## src/rtl/bvm_pkg.sv

```systemverilog
// ----------------------------------------------------------------------------
// bvm_pkg - shared types and constants of the battery voltage monitor
// Widths, register codes, reset values, level and status codes and the
// sequencer state type.
// ----------------------------------------------------------------------------
package bvm_pkg;

  // converter and field widths
  localparam int ADC_BITS    = 12;
  localparam int GAIN_W      = 24;
  localparam int MV_W        = 16;
  localparam int PCT_W       = 7;
  localparam int CFG_IDX_W   = 3;
  localparam int CFG_DATA_W  = 24;
  localparam int FRAC_BITS   = 16;

  // default block length
  localparam int SAMPLES_DEF = 16;

  // percent scale and rounding constant
  localparam int PCT_FULL    = 100;
  localparam int RND_HALF    = 1 << (FRAC_BITS - 1);

  // shared divider: dividend holds (mv excess) * 100, divisor a mv span
  localparam int DIV_W       = MV_W + PCT_W;
  localparam int DEN_W       = MV_W;
  localparam int DCNT_W      = $clog2(DIV_W);

  // register reset values
  localparam logic [MV_W-1:0] EMPTY_MV_RST = 16'd6000;
  localparam logic [MV_W-1:0] FULL_MV_RST  = 16'd8400;
  localparam logic [MV_W-1:0] PRES_MV_RST  = 16'd3000;
  localparam logic [MV_W-1:0] OVER_MV_RST  = 16'd8600;
  localparam logic [MV_W-1:0] CRIT_MV_RST  = 16'd6400;
  localparam logic [MV_W-1:0] LOW_MV_RST   = 16'd7000;

  // configuration register indexes
  typedef enum logic [CFG_IDX_W-1:0] {
    CFG_CALIBRATED = 3'd0,
    CFG_GAIN       = 3'd1,
    CFG_EMPTY_MV   = 3'd2,
    CFG_FULL_MV    = 3'd3,
    CFG_PRESENT_MV = 3'd4,
    CFG_OVER_MV    = 3'd5,
    CFG_CRIT_MV    = 3'd6,
    CFG_LOW_MV     = 3'd7
  } cfg_idx_e;

  // battery level codes
  typedef enum logic [2:0] {
    LVL_UNAVAIL  = 3'd0,
    LVL_CRITICAL = 3'd1,
    LVL_LOW      = 3'd2,
    LVL_NORMAL   = 3'd3,
    LVL_OVER     = 3'd4
  } level_e;

  // result status codes
  typedef enum logic [1:0] {
    ST_OK       = 2'd0,
    ST_NOT_INIT = 2'd1,
    ST_TIMEOUT  = 2'd2,
    ST_OVERVOLT = 2'd3
  } status_e;

  // sequencer states
  typedef enum logic [2:0] {
    S_IDLE  = 3'd0,
    S_MEAN  = 3'd1,
    S_MUL   = 3'd2,
    S_SCALE = 3'd3,
    S_RANGE = 3'd4,
    S_PCT   = 3'd5,
    S_DONE  = 3'd6
  } seq_state_e;

endpackage

```

## src/rtl/battery_voltage_monitor_top.sv

```systemverilog
// ----------------------------------------------------------------------------
// battery_voltage_monitor_top - battery voltage level monitor
// Averages blocks of ADC samples, scales the mean to millivolts, derives a
// charge percent and a level state, and emits one result per block, per
// conversion failure and per sample taken while not calibrated.
// ----------------------------------------------------------------------------
//  channel  | signals                                  | direction
//  ---------+------------------------------------------+-----------
//  input    | in_valid_i, in_stall_o, adc_sample_i,    | in
//           | conversion_failed_i                      |
//  output   | out_valid_o, out_stall_i, raw_average_o, | out
//           | batt_mv_o, percent_o, level_state_o,     |
//           | status_o                                 |
//  config   | cfg_we_i, cfg_idx_i, cfg_data_i          | in
//
// Failures and uncalibrated samples get a registered result from the idle
// state; other samples that do not end a block are summed. A block end
// takes the mean by reciprocal multiply, then the gain multiply, scale and
// range steps, the shared restoring divider over the DIV_W = 23 bit percent
// dividend and the finish step, skipping the divider unless the voltage is
// strictly between the empty and full limits. Reset is asynchronous, active
// low, and clears the control state, accumulator and held values. The input
// stalls while the sequencer is busy or a result waits unaccepted.
// ----------------------------------------------------------------------------
module battery_voltage_monitor_top
  import bvm_pkg::*;
#(
  parameter int SAMPLES = SAMPLES_DEF
) (
  input  logic                  clk_i,
  input  logic                  rst_ni,
  // input transaction
  input  logic                  in_valid_i,
  output logic                  in_stall_o,
  input  logic [ADC_BITS-1:0]   adc_sample_i,
  input  logic                  conversion_failed_i,
  // output transaction
  output logic                  out_valid_o,
  input  logic                  out_stall_i,
  output logic [ADC_BITS-1:0]   raw_average_o,
  output logic [MV_W-1:0]       batt_mv_o,
  output logic [PCT_W-1:0]      percent_o,
  output logic [2:0]            level_state_o,
  output logic [1:0]            status_o,
  // configuration writes
  input  logic                  cfg_we_i,
  input  logic [CFG_IDX_W-1:0]  cfg_idx_i,
  input  logic [CFG_DATA_W-1:0] cfg_data_i
);

  localparam int SUM_W  = ADC_BITS + $clog2(SAMPLES);
  localparam int CNT_W  = $clog2(SAMPLES + 1);
  localparam int PROD_W = ADC_BITS + GAIN_W;
  localparam int RMV_W  = PROD_W + 1 - FRAC_BITS;

  // mean by reciprocal multiply, exact for every block sum
  localparam int MEAN_SH = SUM_W + $clog2(SAMPLES);
  localparam int RCP_W   = SUM_W + 2;
  localparam int MPROD_W = SUM_W + RCP_W;
  localparam longint unsigned MEAN_RCP =
    ((64'd1 << MEAN_SH) + 64'(SAMPLES) - 64'd1) / 64'(SAMPLES);

  // configuration registers
  logic              calib_q;
  logic [GAIN_W-1:0] gain_q;
  logic [MV_W-1:0]   empty_mv_q, full_mv_q, pres_mv_q, over_mv_q, crit_mv_q, low_mv_q;

  // sequencer and accumulator
  seq_state_e        state_q, state_d;
  logic [SUM_W-1:0]  sum_q, sum_d;
  logic [CNT_W-1:0]  cnt_q, cnt_d;

  // shared divider
  logic [DEN_W-1:0]  div_rem_q, div_rem_d;
  logic [DIV_W-1:0]  div_quo_q, div_quo_d;
  logic [DEN_W-1:0]  div_den_q, div_den_d;
  logic [DCNT_W-1:0] div_cnt_q, div_cnt_d;
  logic [DEN_W:0]    div_rem_sh, div_sub;
  logic              div_ge, div_last;
  logic [DEN_W-1:0]  div_rem_nx;
  logic [DIV_W-1:0]  div_quo_nx;

  // datapath
  logic [ADC_BITS-1:0] mean_q, mean_d;
  logic [MPROD_W-1:0]  mean_prod;
  logic [PROD_W-1:0]   prod_q, prod_d;
  logic [MV_W-1:0]     held_mv_q, held_mv_d;
  logic [PCT_W-1:0]    held_pct_q, held_pct_d;
  logic [PROD_W:0]     rnd_sum;
  logic [RMV_W-1:0]    rnd_mv;
  logic [MV_W-1:0]     excess_mv, span_mv;
  logic [DIV_W-1:0]    pct_num;
  level_e              level;
  logic [SUM_W-1:0]    sum_total;
  logic                in_acc, cnt_last, out_free;

  // output register
  logic                out_valid_q, out_valid_d;
  logic [ADC_BITS-1:0] out_raw_q, out_raw_d;
  logic [MV_W-1:0]     out_mv_q, out_mv_d;
  logic [PCT_W-1:0]    out_pct_q, out_pct_d;
  level_e              out_lvl_q, out_lvl_d;
  status_e             out_st_q, out_st_d;

  assign out_free   = !out_valid_q || !out_stall_i;
  assign in_stall_o = (state_q != S_IDLE) || !out_free;
  assign in_acc     = in_valid_i && !in_stall_o;
  assign cnt_last   = (cnt_q == CNT_W'(SAMPLES - 1));
  assign sum_total  = sum_q + SUM_W'(adc_sample_i);

  // block mean from the held block sum
  assign mean_prod = MPROD_W'(sum_q) * MPROD_W'(MEAN_RCP);

  // divider step: one quotient bit per cycle
  assign div_rem_sh = {div_rem_q, div_quo_q[DIV_W-1]};
  assign div_sub    = div_rem_sh - {1'b0, div_den_q};
  assign div_ge     = (div_rem_sh >= {1'b0, div_den_q});
  assign div_rem_nx = div_ge ? div_sub[DEN_W-1:0] : div_rem_sh[DEN_W-1:0];
  assign div_quo_nx = {div_quo_q[DIV_W-2:0], div_ge};
  assign div_last   = (div_cnt_q == DCNT_W'(DIV_W - 1));

  // rounding and saturation of the scaled product
  assign rnd_sum = {1'b0, prod_q} + (PROD_W + 1)'(RND_HALF);
  assign rnd_mv  = rnd_sum[PROD_W:FRAC_BITS];

  // percent operands
  assign excess_mv = held_mv_q - empty_mv_q;
  assign span_mv   = full_mv_q - empty_mv_q;
  assign pct_num   = DIV_W'(excess_mv) * DIV_W'(PCT_FULL);

  // level classification, first match wins
  always_comb begin
    if (held_mv_q < pres_mv_q) begin
      level = LVL_UNAVAIL;
    end else if (held_mv_q > over_mv_q) begin
      level = LVL_OVER;
    end else if (held_mv_q <= crit_mv_q) begin
      level = LVL_CRITICAL;
    end else if (held_mv_q <= low_mv_q) begin
      level = LVL_LOW;
    end else begin
      level = LVL_NORMAL;
    end
  end

  // next state
  always_comb begin
    state_d = state_q;
    unique case (state_q)
      S_IDLE: begin
        if (in_acc && calib_q && !conversion_failed_i && cnt_last) begin
          state_d = S_MEAN;
        end
      end
      S_MEAN:  state_d = S_MUL;
      S_MUL:   state_d = S_SCALE;
      S_SCALE: state_d = S_RANGE;
      S_RANGE: begin
        if (held_mv_q <= empty_mv_q || held_mv_q >= full_mv_q) begin
          state_d = S_DONE;
        end else begin
          state_d = S_PCT;
        end
      end
      S_PCT: begin
        if (div_last) begin
          state_d = S_DONE;
        end
      end
      S_DONE: begin
        if (out_free) begin
          state_d = S_IDLE;
        end
      end
      default: state_d = S_IDLE;
    endcase
  end

  // datapath and output register updates
  always_comb begin
    sum_d       = sum_q;
    cnt_d       = cnt_q;
    div_rem_d   = div_rem_q;
    div_quo_d   = div_quo_q;
    div_den_d   = div_den_q;
    div_cnt_d   = div_cnt_q;
    mean_d      = mean_q;
    prod_d      = prod_q;
    held_mv_d   = held_mv_q;
    held_pct_d  = held_pct_q;
    out_valid_d = out_valid_q && out_stall_i;
    out_raw_d   = out_raw_q;
    out_mv_d    = out_mv_q;
    out_pct_d   = out_pct_q;
    out_lvl_d   = out_lvl_q;
    out_st_d    = out_st_q;
    unique case (state_q)
      S_IDLE: begin
        if (in_acc) begin
          if (!calib_q) begin
            out_valid_d = 1'b1;
            out_raw_d   = '0;
            out_mv_d    = held_mv_q;
            out_pct_d   = held_pct_q;
            out_lvl_d   = LVL_UNAVAIL;
            out_st_d    = ST_NOT_INIT;
          end else if (conversion_failed_i) begin
            sum_d       = '0;
            cnt_d       = '0;
            out_valid_d = 1'b1;
            out_raw_d   = '0;
            out_mv_d    = held_mv_q;
            out_pct_d   = held_pct_q;
            out_lvl_d   = LVL_UNAVAIL;
            out_st_d    = ST_TIMEOUT;
          end else if (cnt_last) begin
            // block end: keep the block sum for the mean step
            sum_d = sum_total;
            cnt_d = '0;
          end else begin
            sum_d = sum_total;
            cnt_d = cnt_q + CNT_W'(1);
          end
        end
      end
      S_MEAN: begin
        mean_d = mean_prod[MEAN_SH +: ADC_BITS];
        sum_d  = '0;
      end
      S_MUL: begin
        prod_d = PROD_W'(mean_q) * PROD_W'(gain_q);
      end
      S_SCALE: begin
        held_mv_d = (rnd_mv[RMV_W-1:MV_W] != '0) ? '1 : rnd_mv[MV_W-1:0];
      end
      S_RANGE: begin
        if (held_mv_q <= empty_mv_q) begin
          held_pct_d = '0;
        end else if (held_mv_q >= full_mv_q) begin
          held_pct_d = PCT_W'(PCT_FULL);
        end else begin
          div_rem_d = '0;
          div_quo_d = pct_num;
          div_den_d = span_mv;
          div_cnt_d = '0;
        end
      end
      S_PCT: begin
        div_rem_d = div_rem_nx;
        div_quo_d = div_quo_nx;
        div_cnt_d = div_cnt_q + DCNT_W'(1);
        if (div_last) begin
          held_pct_d = div_quo_nx[PCT_W-1:0];
        end
      end
      S_DONE: begin
        if (out_free) begin
          out_valid_d = 1'b1;
          out_raw_d   = mean_q;
          out_mv_d    = held_mv_q;
          out_pct_d   = held_pct_q;
          out_lvl_d   = level;
          out_st_d    = (level == LVL_OVER) ? ST_OVERVOLT : ST_OK;
        end
      end
      default: ;
    endcase
  end

  // control and state registers
  always_ff @(posedge clk_i or negedge rst_ni) begin
    if (!rst_ni) begin
      state_q     <= S_IDLE;
      sum_q       <= '0;
      cnt_q       <= '0;
      held_mv_q   <= '0;
      held_pct_q  <= '0;
      out_valid_q <= 1'b0;
      div_cnt_q   <= '0;
    end else begin
      state_q     <= state_d;
      sum_q       <= sum_d;
      cnt_q       <= cnt_d;
      held_mv_q   <= held_mv_d;
      held_pct_q  <= held_pct_d;
      out_valid_q <= out_valid_d;
      div_cnt_q   <= div_cnt_d;
    end
  end

  // payload registers
  always_ff @(posedge clk_i) begin
    div_rem_q <= div_rem_d;
    div_quo_q <= div_quo_d;
    div_den_q <= div_den_d;
    mean_q    <= mean_d;
    prod_q    <= prod_d;
    out_raw_q <= out_raw_d;
    out_mv_q  <= out_mv_d;
    out_pct_q <= out_pct_d;
    out_lvl_q <= out_lvl_d;
    out_st_q  <= out_st_d;
  end

  // configuration register writes
  always_ff @(posedge clk_i or negedge rst_ni) begin
    if (!rst_ni) begin
      calib_q    <= 1'b0;
      gain_q     <= '0;
      empty_mv_q <= EMPTY_MV_RST;
      full_mv_q  <= FULL_MV_RST;
      pres_mv_q  <= PRES_MV_RST;
      over_mv_q  <= OVER_MV_RST;
      crit_mv_q  <= CRIT_MV_RST;
      low_mv_q   <= LOW_MV_RST;
    end else if (cfg_we_i) begin
      unique case (cfg_idx_e'(cfg_idx_i))
        CFG_CALIBRATED: calib_q    <= cfg_data_i[0];
        CFG_GAIN:       gain_q     <= cfg_data_i[GAIN_W-1:0];
        CFG_EMPTY_MV:   empty_mv_q <= cfg_data_i[MV_W-1:0];
        CFG_FULL_MV:    full_mv_q  <= cfg_data_i[MV_W-1:0];
        CFG_PRESENT_MV: pres_mv_q  <= cfg_data_i[MV_W-1:0];
        CFG_OVER_MV:    over_mv_q  <= cfg_data_i[MV_W-1:0];
        CFG_CRIT_MV:    crit_mv_q  <= cfg_data_i[MV_W-1:0];
        CFG_LOW_MV:     low_mv_q   <= cfg_data_i[MV_W-1:0];
        default: ;
      endcase
    end
  end

  // output ports
  assign out_valid_o   = out_valid_q;
  assign raw_average_o = out_raw_q;
  assign batt_mv_o     = out_mv_q;
  assign percent_o     = out_pct_q;
  assign level_state_o = out_lvl_q;
  assign status_o      = out_st_q;

endmodule
```

## config.mk

```make
export PLATFORM = sky130hd
export DESIGN_NAME = battery_voltage_monitor_top
export DESIGN_NICKNAME = d
export VERILOG_FILES = /design/src/rtl/bvm_pkg.sv /design/src/rtl/battery_voltage_monitor_top.sv
export SDC_FILE = /design/constraint.sdc
export NUM_CORES = 1
export LEC_CHECK = 0
export BUFFER_PORTS_ARGS = -buffer_cell sky130_fd_sc_hd__buf_4
export CORE_UTILIZATION = 25
export DETAILED_ROUTE_END_ITERATION = 8
export HOLD_SLACK_MARGIN = 0.15
export PLACE_DENSITY = 0.42
export SLEW_MARGIN = 20
export SYNTH_ARGS = -nofsm -noshare
export SYNTH_HDL_FRONTEND = slang
export SYNTH_SLANG_ARGS = --single-unit
export TNS_END_PERCENT = 1
```

## constraint.sdc

```tcl
create_clock -name clk_i -period 18.11 [get_ports clk_i]
set_input_delay 1.811 -clock clk_i [delete_from_list [all_inputs] [get_ports clk_i]]
set_output_delay 1.811 -clock clk_i [all_outputs]
set_load 0.05 [all_outputs]
```

After elaboration in Yosys (flattened, before gate mapping)
Index checks and enable logic that the tools add are counted.
{"block": "op_classes", "add_sub_neg": 7, "n_mul": 2, "order_cmp": 7, "n_eq_ne": 25, "mux": 61, "bitwise": 2, "reduce_logical": 35}
{"cell": "$mux 16", "n": 11}
{"cell": "$pmux 16 s2", "n": 3}
{"cell": "$mux 7", "n": 7}
{"cell": "$le 16x16->1", "n": 3}
{"cell": "$mux 12", "n": 4}
{"cell": "$sub 16x16->16", "n": 3}
{"cell": "$mux 23", "n": 2}
{"cell": "$pmux 23 s2", "n": 1}
{"cell": "$add 36x16->37 const B", "n": 1}
{"cell": "$mul 12x24->36", "n": 1}
{"cell": "$pmux 7 s2", "n": 2}
{"cell": "$mux 3", "n": 9}
{"cell": "$eq 3x3->1 const B", "n": 8}
{"cell": "$pmux 12 s2", "n": 1}
{"cell": "$mul 16x5->21 const B", "n": 1}
{"cell": "$pmux 3 s7", "n": 1}
{"cell": "$mux 5", "n": 4}
{"cell": "$reduce_and 3->1", "n": 6}
{"cell": "$ge 17x16->1", "n": 1}
{"cell": "$add 16x12->16", "n": 1}
{"cell": "$ge 16x16->1", "n": 1}
{"cell": "$gt 16x16->1", "n": 1}
{"cell": "$lt 16x16->1", "n": 1}
{"cell": "$reduce_and 2->1", "n": 8}
{"cell": "22 further kinds", "n": 58}
{"block": "totals", "ff_bits": 317, "input_bits": 45, "word_cells": 164}

Depth between registers and ports, before layout
Gate-level depths: netlist of run 1.
{"block": "logic_depth", "ltp_word": 11, "depth_mapped": 24}

Worst setup path before layout of run 1
No wires, ideal clock.
{"block": "synth_path", "path_type": "register to register", "start": "register mean_q[6]", "end": "register prod_q[35] (data pin)", "setup_ns": 0.265, "arrival_ns": 5.558, "required_ns": 17.845, "path_slack_ns": 12.288, "stages_incl_launch_ff": 20, "cell_sequence": "edfxtp_1 > clkbuf_1 > nand2_1 > fa_1 > inv_1 > fa_1 > fa_1 > fa_1 > inv_1 > fa_1 > inv_1 > ha_1 > a21o_1 > a21o_1 > a2111oi_4 > nor4_1 > a311oi_4 > a311oi_4 > a311oi_1 > xnor2_1"}
{"block": "synth_via", "elab_chain_cells": 1}
{"item": "from (decl)", "line": "battery_voltage_monitor_top.sv:84", "rtl": "logic [ADC_BITS-1:0] mean_q, mean_d;"}
{"item": "from (signal assigned)", "line": "battery_voltage_monitor_top.sv:296", "rtl": "mean_q <= mean_d;"}
{"item": "$mul 12x24->36", "line": "battery_voltage_monitor_top.sv:231", "rtl": "prod_d = PROD_W'(mean_q) * PROD_W'(gain_q);"}
{"item": "to (signal assigned)", "line": "battery_voltage_monitor_top.sv:297", "rtl": "prod_q <= prod_d;"}
{"item": "to (decl)", "line": "battery_voltage_monitor_top.sv:86", "rtl": "logic [PROD_W-1:0] prod_q, prod_d;"}
Every way passes these cells.
A chain may end at the register's enable or synchronous reset.

Worst setup path after layout of run 1
{"block": "layout_path", "start": "register mean_q[8]", "end": "register prod_q[35] (data pin)"}
Same word-level chain as after synthesis.

==> flow_metrics.env, run 1 <==
export IMPL_synth_nets=3172
export IMPL_outcome="completed"
export IMPL_ys_flop_type="dfrtp_1"
export IMPL_syn_avg_cell_area_um2=9.89
export IMPL_place_area_mm2=0.0283
export IMPL_tritoncts="built"
export IMPL_synth_cell_type_count=72
export IMPL_die_area_mm2=0.105
export IMPL_syn_area_mm2=0.0260
export IMPL_fin_tns_setup_ps=0
export IMPL_drt_pre_antenna_iters=5
export IMPL_worstReg2RegStart="mean_q[8]"
export IMPL_synthCells=2629
export IMPL_slew_headroom=0.335
export IMPL_dp_hpwl_mm=55.7
export IMPL_ys_warn_count=0
export IMPL_crit_fanout=25
export IMPL_fin_util=0.290
export IMPL_numCtsBuffers=41
export IMPL_track_usage=0.143
export IMPL_fmax_ghz=0.155
export IMPL_antennaDiodeCount=0
export IMPL_setup_violations=0
export IMPL_cts_sinks=302
export IMPL_core_mm2=0.102
export IMPL_worst_slew_pin_slew_ps=997
export IMPL_finalClockSkew_ps=33.8
export IMPL_die_y_um=325
export IMPL_rows=117
export IMPL_portBuffers=86
export IMPL_holdBufCountCts=0
export IMPL_ys_ff_latch=302
export IMPL_cp_startpoint="mean_q[8]"
export IMPL_drt_initial_drc_count=800
export IMPL_arrival_ps=6750
export IMPL_gp_congestion=0.787
export IMPL_crit_type="register to register"
export IMPL_die_width_um=325
export IMPL_worstSetupEndpointType="register"
export IMPL_rsz0062_at_grt="no"
export IMPL_ctsResizeCount=0
export IMPL_pin_count=87
export IMPL_routedWlPerCell_um=18.1
export IMPL_grt_overflow=0
export IMPL_root_buffer="clkbuf_16"
export IMPL_async_flop_share=0.576
export IMPL_fin_nets=3245
export IMPL_layout_min_cycle_time_ps=6440
export IMPL_cts_buffer_depth=3
export IMPL_antenna_found_initial=3
export IMPL_post_route_drc_count=0
export IMPL_worstPathRequired_ps=18420
export IMPL_grt_max_degree=107
export IMPL_start_util=0.254
export IMPL_via_count=18000
export IMPL_slew_viol_final=0
export IMPL_maxCapViolations=0
export IMPL_finalInstanceArea_mm2=0.0297
export IMPL_htreeDepth=2
export IMPL_finalHoldViolations=0
export IMPL_period_share=0.356
export IMPL_path_clk_slew_ps=60
export IMPL_drive_above_1_share=0.120
export IMPL_worstSkewPairLatency_ps=600
export IMPL_cts_setup_buffers=0
export IMPL_drt_total_wl_mm=74.2
export IMPL_worstHoldStart="held_pct_q[3]"
export IMPL_syn2layout_area_growth_pct=14.2
export IMPL_ys_seq_area_frac=0.317
export IMPL_startpoint_type="register"
export IMPL_ant_nets=0
export IMPL_grt_pass1_wl_mm=116
export IMPL_fill_cells=10900
export IMPL_viasPerCell=4.38
export IMPL_hold_path_class="register to register"
export IMPL_grt_pass1_vias=19200
export IMPL_synth_edff_count=128
-- sequential cells by signal, summed over array words and instances, names as in the netlist, 2 cells and up --
register	count
gain_q	24
held_mv_q	16
crit_mv_q	16
empty_mv_q	16
div_den_q	16
status_o	2
cnt_q	5
level_state_o	3
div_cnt_q	5
mean_q	12
div_rem_q	16
low_mv_q	16
held_pct_q	7
state_q	3
over_mv_q	16
prod_q	21
div_quo_q	23
pres_mv_q	16
sum_q	16
raw_average_o	12
full_mv_q	16
percent_o	7
batt_mv_o	16
-- cell type report --
type	instances	area, um^2	share of cell area
inverter	436	1640	0.0551
tap	1368	1710	0.0576
clock inverter	12	145	0.00489
clock buffer	64	1230	0.0415
sequential	302	8240	0.277
timing repair buffer	115	873	0.0294
multi-input combinational	1806	15900	0.534
-- cell usage in the layout, fill, tap and decap left out, types with 55 or more instances in the layout --
cell,synthesis,final
ha_1,264,264
a21oi_1,97,97
o21ai_0,103,102
dfrtp_1,141,141
a21o_1,59,59
nor2_1,130,130
nand2_1,328,328
fa_1,234,234
and2_1,99,99
buf_4,1,113
mux2_2,92,92
inv_1,436,436
edfxtp_1,128,128
xnor2_1,55,55
-- synthesized netlist by cell type, drive strengths merged (59+ instances only) --
cell type / count / share of area
inv: 436 / 0.063
nand2: 328 / 0.047
ha: 264 / 0.13
fa: 234 / 0.18
dfrtp: 141 / 0.14
nor2: 130 / 0.019
edfxtp: 128 / 0.15
o21ai: 115 / 0.022
and2: 101 / 0.024
a21oi: 97 / 0.019
mux2: 92 / 0.040
clkbuf: 80 / 0.012
a21o: 59 / 0.017
-- critical path, stage by stage, from the launching register on --
cell	delay [ps]
edfxtp_1	960
nand2_1	180
fa_1	580
inv_1	50
fa_1	460
fa_1	510
fa_1	520
fa_1	490
ha_1	360
a21o_1	190
a21o_1	210
o21ai_1	340
a21oi_1	210
a311oi_4	460
a311oi_4	180
a311oi_1	350
xnor2_1	110
-- final timing paths --
path | endpoint | slack [ps] | cells after the start
worst max-delay path | prod_q[35] | 11670 | 16
worst min-delay path | percent_o[3] | 450 | 0
worst max register to register | prod_q[35] | 11670 | 16
worst min register to register | percent_o[3] | 450 | 0
max in group asynchronous | out_valid_o | 15120 | 2
min in group asynchronous | gain_q[18] | 1350 | 1
-- routing by layer --
metal / global-route usage / wire, um
met5: 0 / 13
met4: 0.0366 / 1800
met3: 0.0197 / 2390
met2: 0.244 / 35500
met1: 0.190 / 34500
-- per-stage QoR --
step	hold WS, ps	setup WS (ps)	cells
2_1_floorplan	425	12290	2629
3_3_place_gp	442	11640	4026
3_5_place_dp	443	11600	4026
4_1_cts	455	11570	4102
5_1_grt	460	11290	4103
6_report	455	11670	4103
-- logic make-up after synthesis --
logic type / after synthesis / share of synthesized area
xor gates and xnor gates: 92 / 0.0310
AOI/OAI and AO/OA: 388 / 0.0964
adders and majority gates: 498 / 0.307
buffers and inverters: 521 / 0.0755
muxes: 103 / 0.0441
and+or+nand+nor: 725 / 0.129
DFF: 302 / 0.317
Power of run 1 is not shown: default switching activity piles up to over one toggle a cycle in this logic, so the estimate is an artifact.
==> inputs of run 2 (changes only) <==
==> constraint.sdc (replaced) <==
create_clock -name clk_i -period 6.65 [get_ports clk_i]
set_input_delay 0.665 -clock clk_i [delete_from_list [all_inputs] [get_ports clk_i]]
set_output_delay 0.665 -clock clk_i [all_outputs]
set_load 0.05 [all_outputs]
==> run 2 against run 1 <==
Compared with the run above: global-route usage is essentially flat; cell count is 0.88% higher; core utilization rose by 0.25 points; die area unchanged; register-to-register slack got worse by 11000 ps; non-clock buffer count rose by 35; fmax rose by 3.9%; clock skew shrank 1.8 ps; worst hold slack worse by 280 ps; flip-flop and latch count did not move; via count rose by 0.84%; first-iteration DRC count shrank 3.6%; critical endpoint unchanged; highest routed layer unchanged.
==> flow_metrics.env, run 2 (synthesis gave the netlist of run 1 again) <==
export IMPL_viasPerCell=4.38
export IMPL_outcome="completed"
export IMPL_ant_nets=0
export IMPL_startpoint_type="register"
export IMPL_pin_count=87
export IMPL_largest_register="gain_q"
export IMPL_dp_worst_setup_slack_ps=427
export IMPL_die_width_um=325
export IMPL_portBuffers=86
export IMPL_r2r_end="prod_q[35]"
export IMPL_numCtsBuffers=41
export IMPL_place_area_mm2=0.0286
export IMPL_grt_max_degree=99
export IMPL_root_buffer="clkbuf_16"
export IMPL_finalWorstSetupSlack_ps=452
export IMPL_crit_type="register to register"
export IMPL_finalInstanceArea_mm2=0.0300
export IMPL_grt_pass1_wl_mm=116
export IMPL_fin_nets=3280
export IMPL_post_route_drc_count=0
export IMPL_whs_ps=180
export IMPL_rows=117
export IMPL_routedWlPerCell_um=17.9
export IMPL_fill_cells=11000
export IMPL_layout_min_cycle_time_ps=6200
export IMPL_rsz0062_at_grt="no"
export IMPL_cts_buffer_depth=3
export IMPL_htreeDepth=2
export IMPL_holdBufCountCts=0
export IMPL_drt_pre_antenna_iters=5
export IMPL_finalClockSkew_ps=32.0
export IMPL_start_util=0.254
export IMPL_drt_initial_drc_count=771
export IMPL_crit_fanout=16
export IMPL_drt_total_wl_mm=74.1
export IMPL_worstSkewPairLatency_ps=600
export IMPL_largestRegisters="gain_q x24, div_quo_q x23, prod_q x21"
export IMPL_die_y_um=325
export IMPL_rrSetupSlack_ps=450
export IMPL_worst_slew_pin_slew_ps=991
export IMPL_grt_overflow=0
export IMPL_largest_register_ffs=24
export IMPL_dp_hpwl_mm=56.8
export IMPL_gp_congestion=0.791
export IMPL_arrival_ps=6530
export IMPL_cts_setup_buffers=0
export IMPL_via_count=18100
export IMPL_ctsResizeCount=0
export IMPL_hold_path_class="input pin to asynchronous set/reset pin"
export IMPL_period_share=0.932
export IMPL_drive_above_1_share=0.132
export IMPL_reg2regPathDepth=18
export IMPL_finalHoldViolations=0
export IMPL_layout_commonest_cell="inv_1"
export IMPL_grt_pass1_vias=19500
export IMPL_die_area_mm2=0.105
export IMPL_cts_sinks=302
export IMPL_fin_tns_setup_ps=0
export IMPL_path_clk_slew_ps=70
export IMPL_crit_end="prod_q[35]"
export IMPL_antenna_found_initial=6
export IMPL_worstSetupEndpointType="register"
export IMPL_multi_input_area_mm2=0.0159
export IMPL_fmax_ghz=0.161
export IMPL_tritoncts="built"
export IMPL_slew_viol_final=0
export IMPL_seqCellArea_mm2=0.00824
export IMPL_track_usage=0.143
export IMPL_worstReg2RegStart="mean_q[5]"
export IMPL_slew_headroom=0.336
export IMPL_syn2layout_area_growth_pct=15.2
export IMPL_worstPathRequired_ps=6980
export IMPL_setup_violations=0
export IMPL_maxCapViolations=0
export IMPL_core_mm2=0.102
export IMPL_cp_startpoint="mean_q[5]"
export IMPL_final_cell_mix="inv_1 (436), nand2_1 (328), ha_1 (264), fa_1 (234), buf_4 (148)"
run 2: routing by layer:
| layer | share of wire | wire [um] | GRT usage | vias up |
|---|---|---|---|---|
| met2 | 0.47 | 34900 | 0.241 | 251 |
| met4 | 0.031 | 2320 | 0.0459 | 2 |
| met3 | 0.030 | 2240 | 0.0202 | 108 |
| met5 | 0.00015 | 11 | 0 | - |
| met1 | 0.47 | 34600 | 0.189 | 8891 |
| li1 | - | - | - | 8868 |
run 2: critical path, cell delays in order, from the launching register on:
cell and delay, ps:
edfxtp_1 840, nand2_1 140, fa_1 520, inv_1 50
fa_1 520, fa_1 440, fa_1 550, inv_1 50
fa_1 540, inv_1 40, ha_1 340, a21o_1 180
a21o_1 200, a2111oi_4 390, nor4_1 140, a311oi_4 380
a311oi_4 170, a311oi_1 340, xnor2_1 110
run 2: how the worst min path moves through the flow:
stage	startpoint	to	slack (ps)	cells after the start
final	rst_ni	gain_q[23]	180	1
after global routing	rst_ni	gain_q[23]	250	1
after CTS	rst_ni	held_mv_q[15]	240	1
after detailed placement	held_pct_q[6]	percent_o[6]	440	0
after global placement	held_pct_q[3]	percent_o[3]	440	0
after floorplan	rst_ni	calib_q	370	0
run 2: per-stage QoR:
stage | instances | util
finish | 4139 | 0.292
global route | 4138 | 0.292
CTS | 4137 | 0.292
detailed placement | 4061 | 0.279
global placement | 4061 | 0.279
floorplan | 2629 | -
run 2: layout make-up:
class,instances,share of cell area
inverters,436,0.0546
clock inverters,21,0.00723
clock buffers,55,0.0384
multi-input cells,1806,0.530
diodes,1,0.0000835
flip-flops and latches,302,0.275
repair buffers,150,0.0379
well taps,1368,0.0571
Power of run 2 is left out for the same reason.
==> inputs of run 3 (changes only) <==
--- a/config.mk
+++ b/config.mk
@@ -9,7 +9,6 @@
 export CORE_UTILIZATION = 25
 export DETAILED_ROUTE_END_ITERATION = 8
 export HOLD_SLACK_MARGIN = 0.15
-export PLACE_DENSITY = 0.42
 export SLEW_MARGIN = 20
 export SYNTH_ARGS = -nofsm -noshare
 export SYNTH_HDL_FRONTEND = slang
==> run 3 against run 2 <==
Compared with the run above: first-iteration DRC count up 38%; count of clock-buffer cells in the layout unchanged; register-to-register slack about the same; core utilization down 0.084 points; sequential share of layout area up 0.079 points.
==> flow_metrics.env, run 3 (synthesis gave the netlist of run 1 again) <==
export IMPL_grt_busiest_layer="met2"
export IMPL_largest_register_ffs=24
export IMPL_slowest_stage="edfxtp_1"
export IMPL_htreeDepth=2
export IMPL_use_met3=0.0216
export IMPL_numCtsBuffers=38
export IMPL_layout_commonest_cell="inv_1"
export IMPL_maxCapViolations=0
export IMPL_rrSetupSlack_ps=440
export IMPL_worst_path_buf_inv=4
export IMPL_die_area_mm2=0.105
export IMPL_worstReg2RegStart="mean_q[5]"
export IMPL_finalHoldViolations=0
export IMPL_antenna_found_initial=4
export IMPL_pin_count=87
export IMPL_hold_path_class="input pin to register"
export IMPL_path_common_cell="fa_1"
export IMPL_arrival_ps=6510
export IMPL_crit_fanout=13
export IMPL_routedWlPerCell_um=16.4
export IMPL_worstSkewPairLatency_ps=600
export IMPL_tritoncts="built"
export IMPL_fmax_ghz=0.161
export IMPL_layout_min_cycle_time_ps=6210
export IMPL_rows=117
export IMPL_startpoint_type="register"
export IMPL_core_mm2=0.102
export IMPL_fin_tns_setup_ps=0
export IMPL_setup_violations=0
export IMPL_cp_top_family="adder cells"
export IMPL_largest_register="gain_q"
export IMPL_portBuffers=86
export IMPL_slew_viol_final=0
export IMPL_drt_total_wl_mm=67.6
export IMPL_die_y_um=325
export IMPL_worstSetupEndpointType="register"
export IMPL_drive_above_1_share=0.128
export IMPL_root_buffer="clkbuf_16"
export IMPL_worstHoldStart="cfg_data_i[20]"
export IMPL_path_clk_slew_ps=60
export IMPL_slew_headroom=0.349
export IMPL_rsz0062_at_grt="no"
export IMPL_worstPathCellList="buf_4, nand2_1, fa_1, inv_1, fa_1, fa_1, fa_1, inv_1, fa_1, inv_1, ha_1, a21o_1, a21o_1, a2111oi_4, nor4_1, a311oi_4, a311oi_4, a311oi_1, xnor2_1"
export IMPL_drt_pre_antenna_iters=5
export IMPL_worstPathRequired_ps=6950
export IMPL_cts_buffer_depth=3
export IMPL_ant_nets=0
export IMPL_outcome="completed"
export IMPL_grt_pass1_vias=18600
export IMPL_final_cell_mix="inv_1 (436), nand2_1 (328), ha_1 (264), fa_1 (234), dfrtp_1 (141)"
export IMPL_gp_congestion=0.890
export IMPL_syn2layout_area_growth_pct=14.8
export IMPL_antennaDiodeCount=0
export IMPL_post_route_drc_count=0
export IMPL_grt_max_degree=64
export IMPL_grt_util_met1=0.171
export IMPL_via_count=18300
export IMPL_viasPerCell=4.45
export IMPL_grtUsageMet2=0.218
export IMPL_start_util=0.254
export IMPL_finalClockSkew_ps=49.4
export IMPL_die_width_um=325
export IMPL_crit_type="register to register"
export IMPL_fin_nets=3268
export IMPL_grt_pass1_wl_mm=107
export IMPL_track_usage=0.130
export IMPL_grt_overflow=0
export IMPL_cpPeakStageDelay_ps=700
export IMPL_period_share=0.934
export IMPL_cts_sinks=302
export IMPL_worst_slew_pin_slew_ps=971
export IMPL_largestRegisters="gain_q x24, div_quo_q x23, prod_q x21"
export IMPL_dp_hpwl_mm=52.7
export IMPL_cp_startpoint="mean_q[5]"
export IMPL_drt_initial_drc_count=1063
==> run 3: cell types whose count changed in the layout (fill, tap and decap cells not counted), moves of 2 or more <==
cell,before,now
clkbuf_8,6,9
clkbuf_16,42,40
inv_4,2,0
clkinv_1,4,1
clkbuf_1,8,6
buf_4,148,139
==> run 3: timing repair <==
action	CTS	global route
endpoints found under the hold margin	58	0
hold buffers	1	0
setup buffers	0	0
gates resized for setup	0	0
setup endpoints to repair	0	0
==> run 3: layout make-up <==
class / count / area, um^2
Clock inverter: 15 / 210
Clock buffer: 55 / 1140
Fill cell: 10700 / 72600
Timing Repair Buffer: 141 / 1070
Multi-Input combinational cell: 1806 / 15900
Sequential cell: 302 / 8240
Inverter: 436 / 1640
Tap cell: 1368 / 1710
==> run 3: worst reg2reg max path: stages, from the launching register on <==
cell and delay, ps:
edfxtp_1 700, buf_4 260, nand2_1 80, fa_1 550, inv_1 50, fa_1 410, fa_1 510, fa_1 520
inv_1 60, fa_1 520, inv_1 40, ha_1 340, a21o_1 180, a21o_1 190, a2111oi_4 370, nor4_1 130
a311oi_4 370, a311oi_4 170, a311oi_1 340, xnor2_1 120
==> run 3: per-stage QoR <==
| stage | hold slack (ps) | setup WS, ps | cells | util | cell area, um^2 |
|---|---|---|---|---|---|
| floorplan | 369 | 828 | 2629 | - | 26000 |
| global placement | 437 | 516 | 4052 | 0.278 | 28500 |
| detailed placement | 439 | 467 | 4052 | 0.278 | 28500 |
| CTS | 276 | 418 | 4123 | 0.291 | 29900 |
| global route | 292 | 78.6 | 4123 | 0.291 | 29900 |
| finish | 308 | 441 | 4123 | 0.291 | 29900 |
==> run 3: worst paths after layout <==
path	to	cells after the start
min	gain_q[20]	2
max in group asynchronous	over_mv_q[15]	3
min reg2reg	percent_o[0]	0
max	prod_q[35]	19
max reg2reg	prod_q[35]	19
min in group asynchronous	gain_q[18]	2
==> run 3: per-layer routing <==
metal | part of all wire | up-vias | wire, um
li1 | - | 8822 | -
met1 | 0.45 | 9038 | 30600
met2 | 0.47 | 384 | 32000
met3 | 0.051 | 100 | 3420
met4 | 0.023 | 4 | 1570
met5 | 0.00046 | - | 31
Power of run 3 is left out for the same reason.
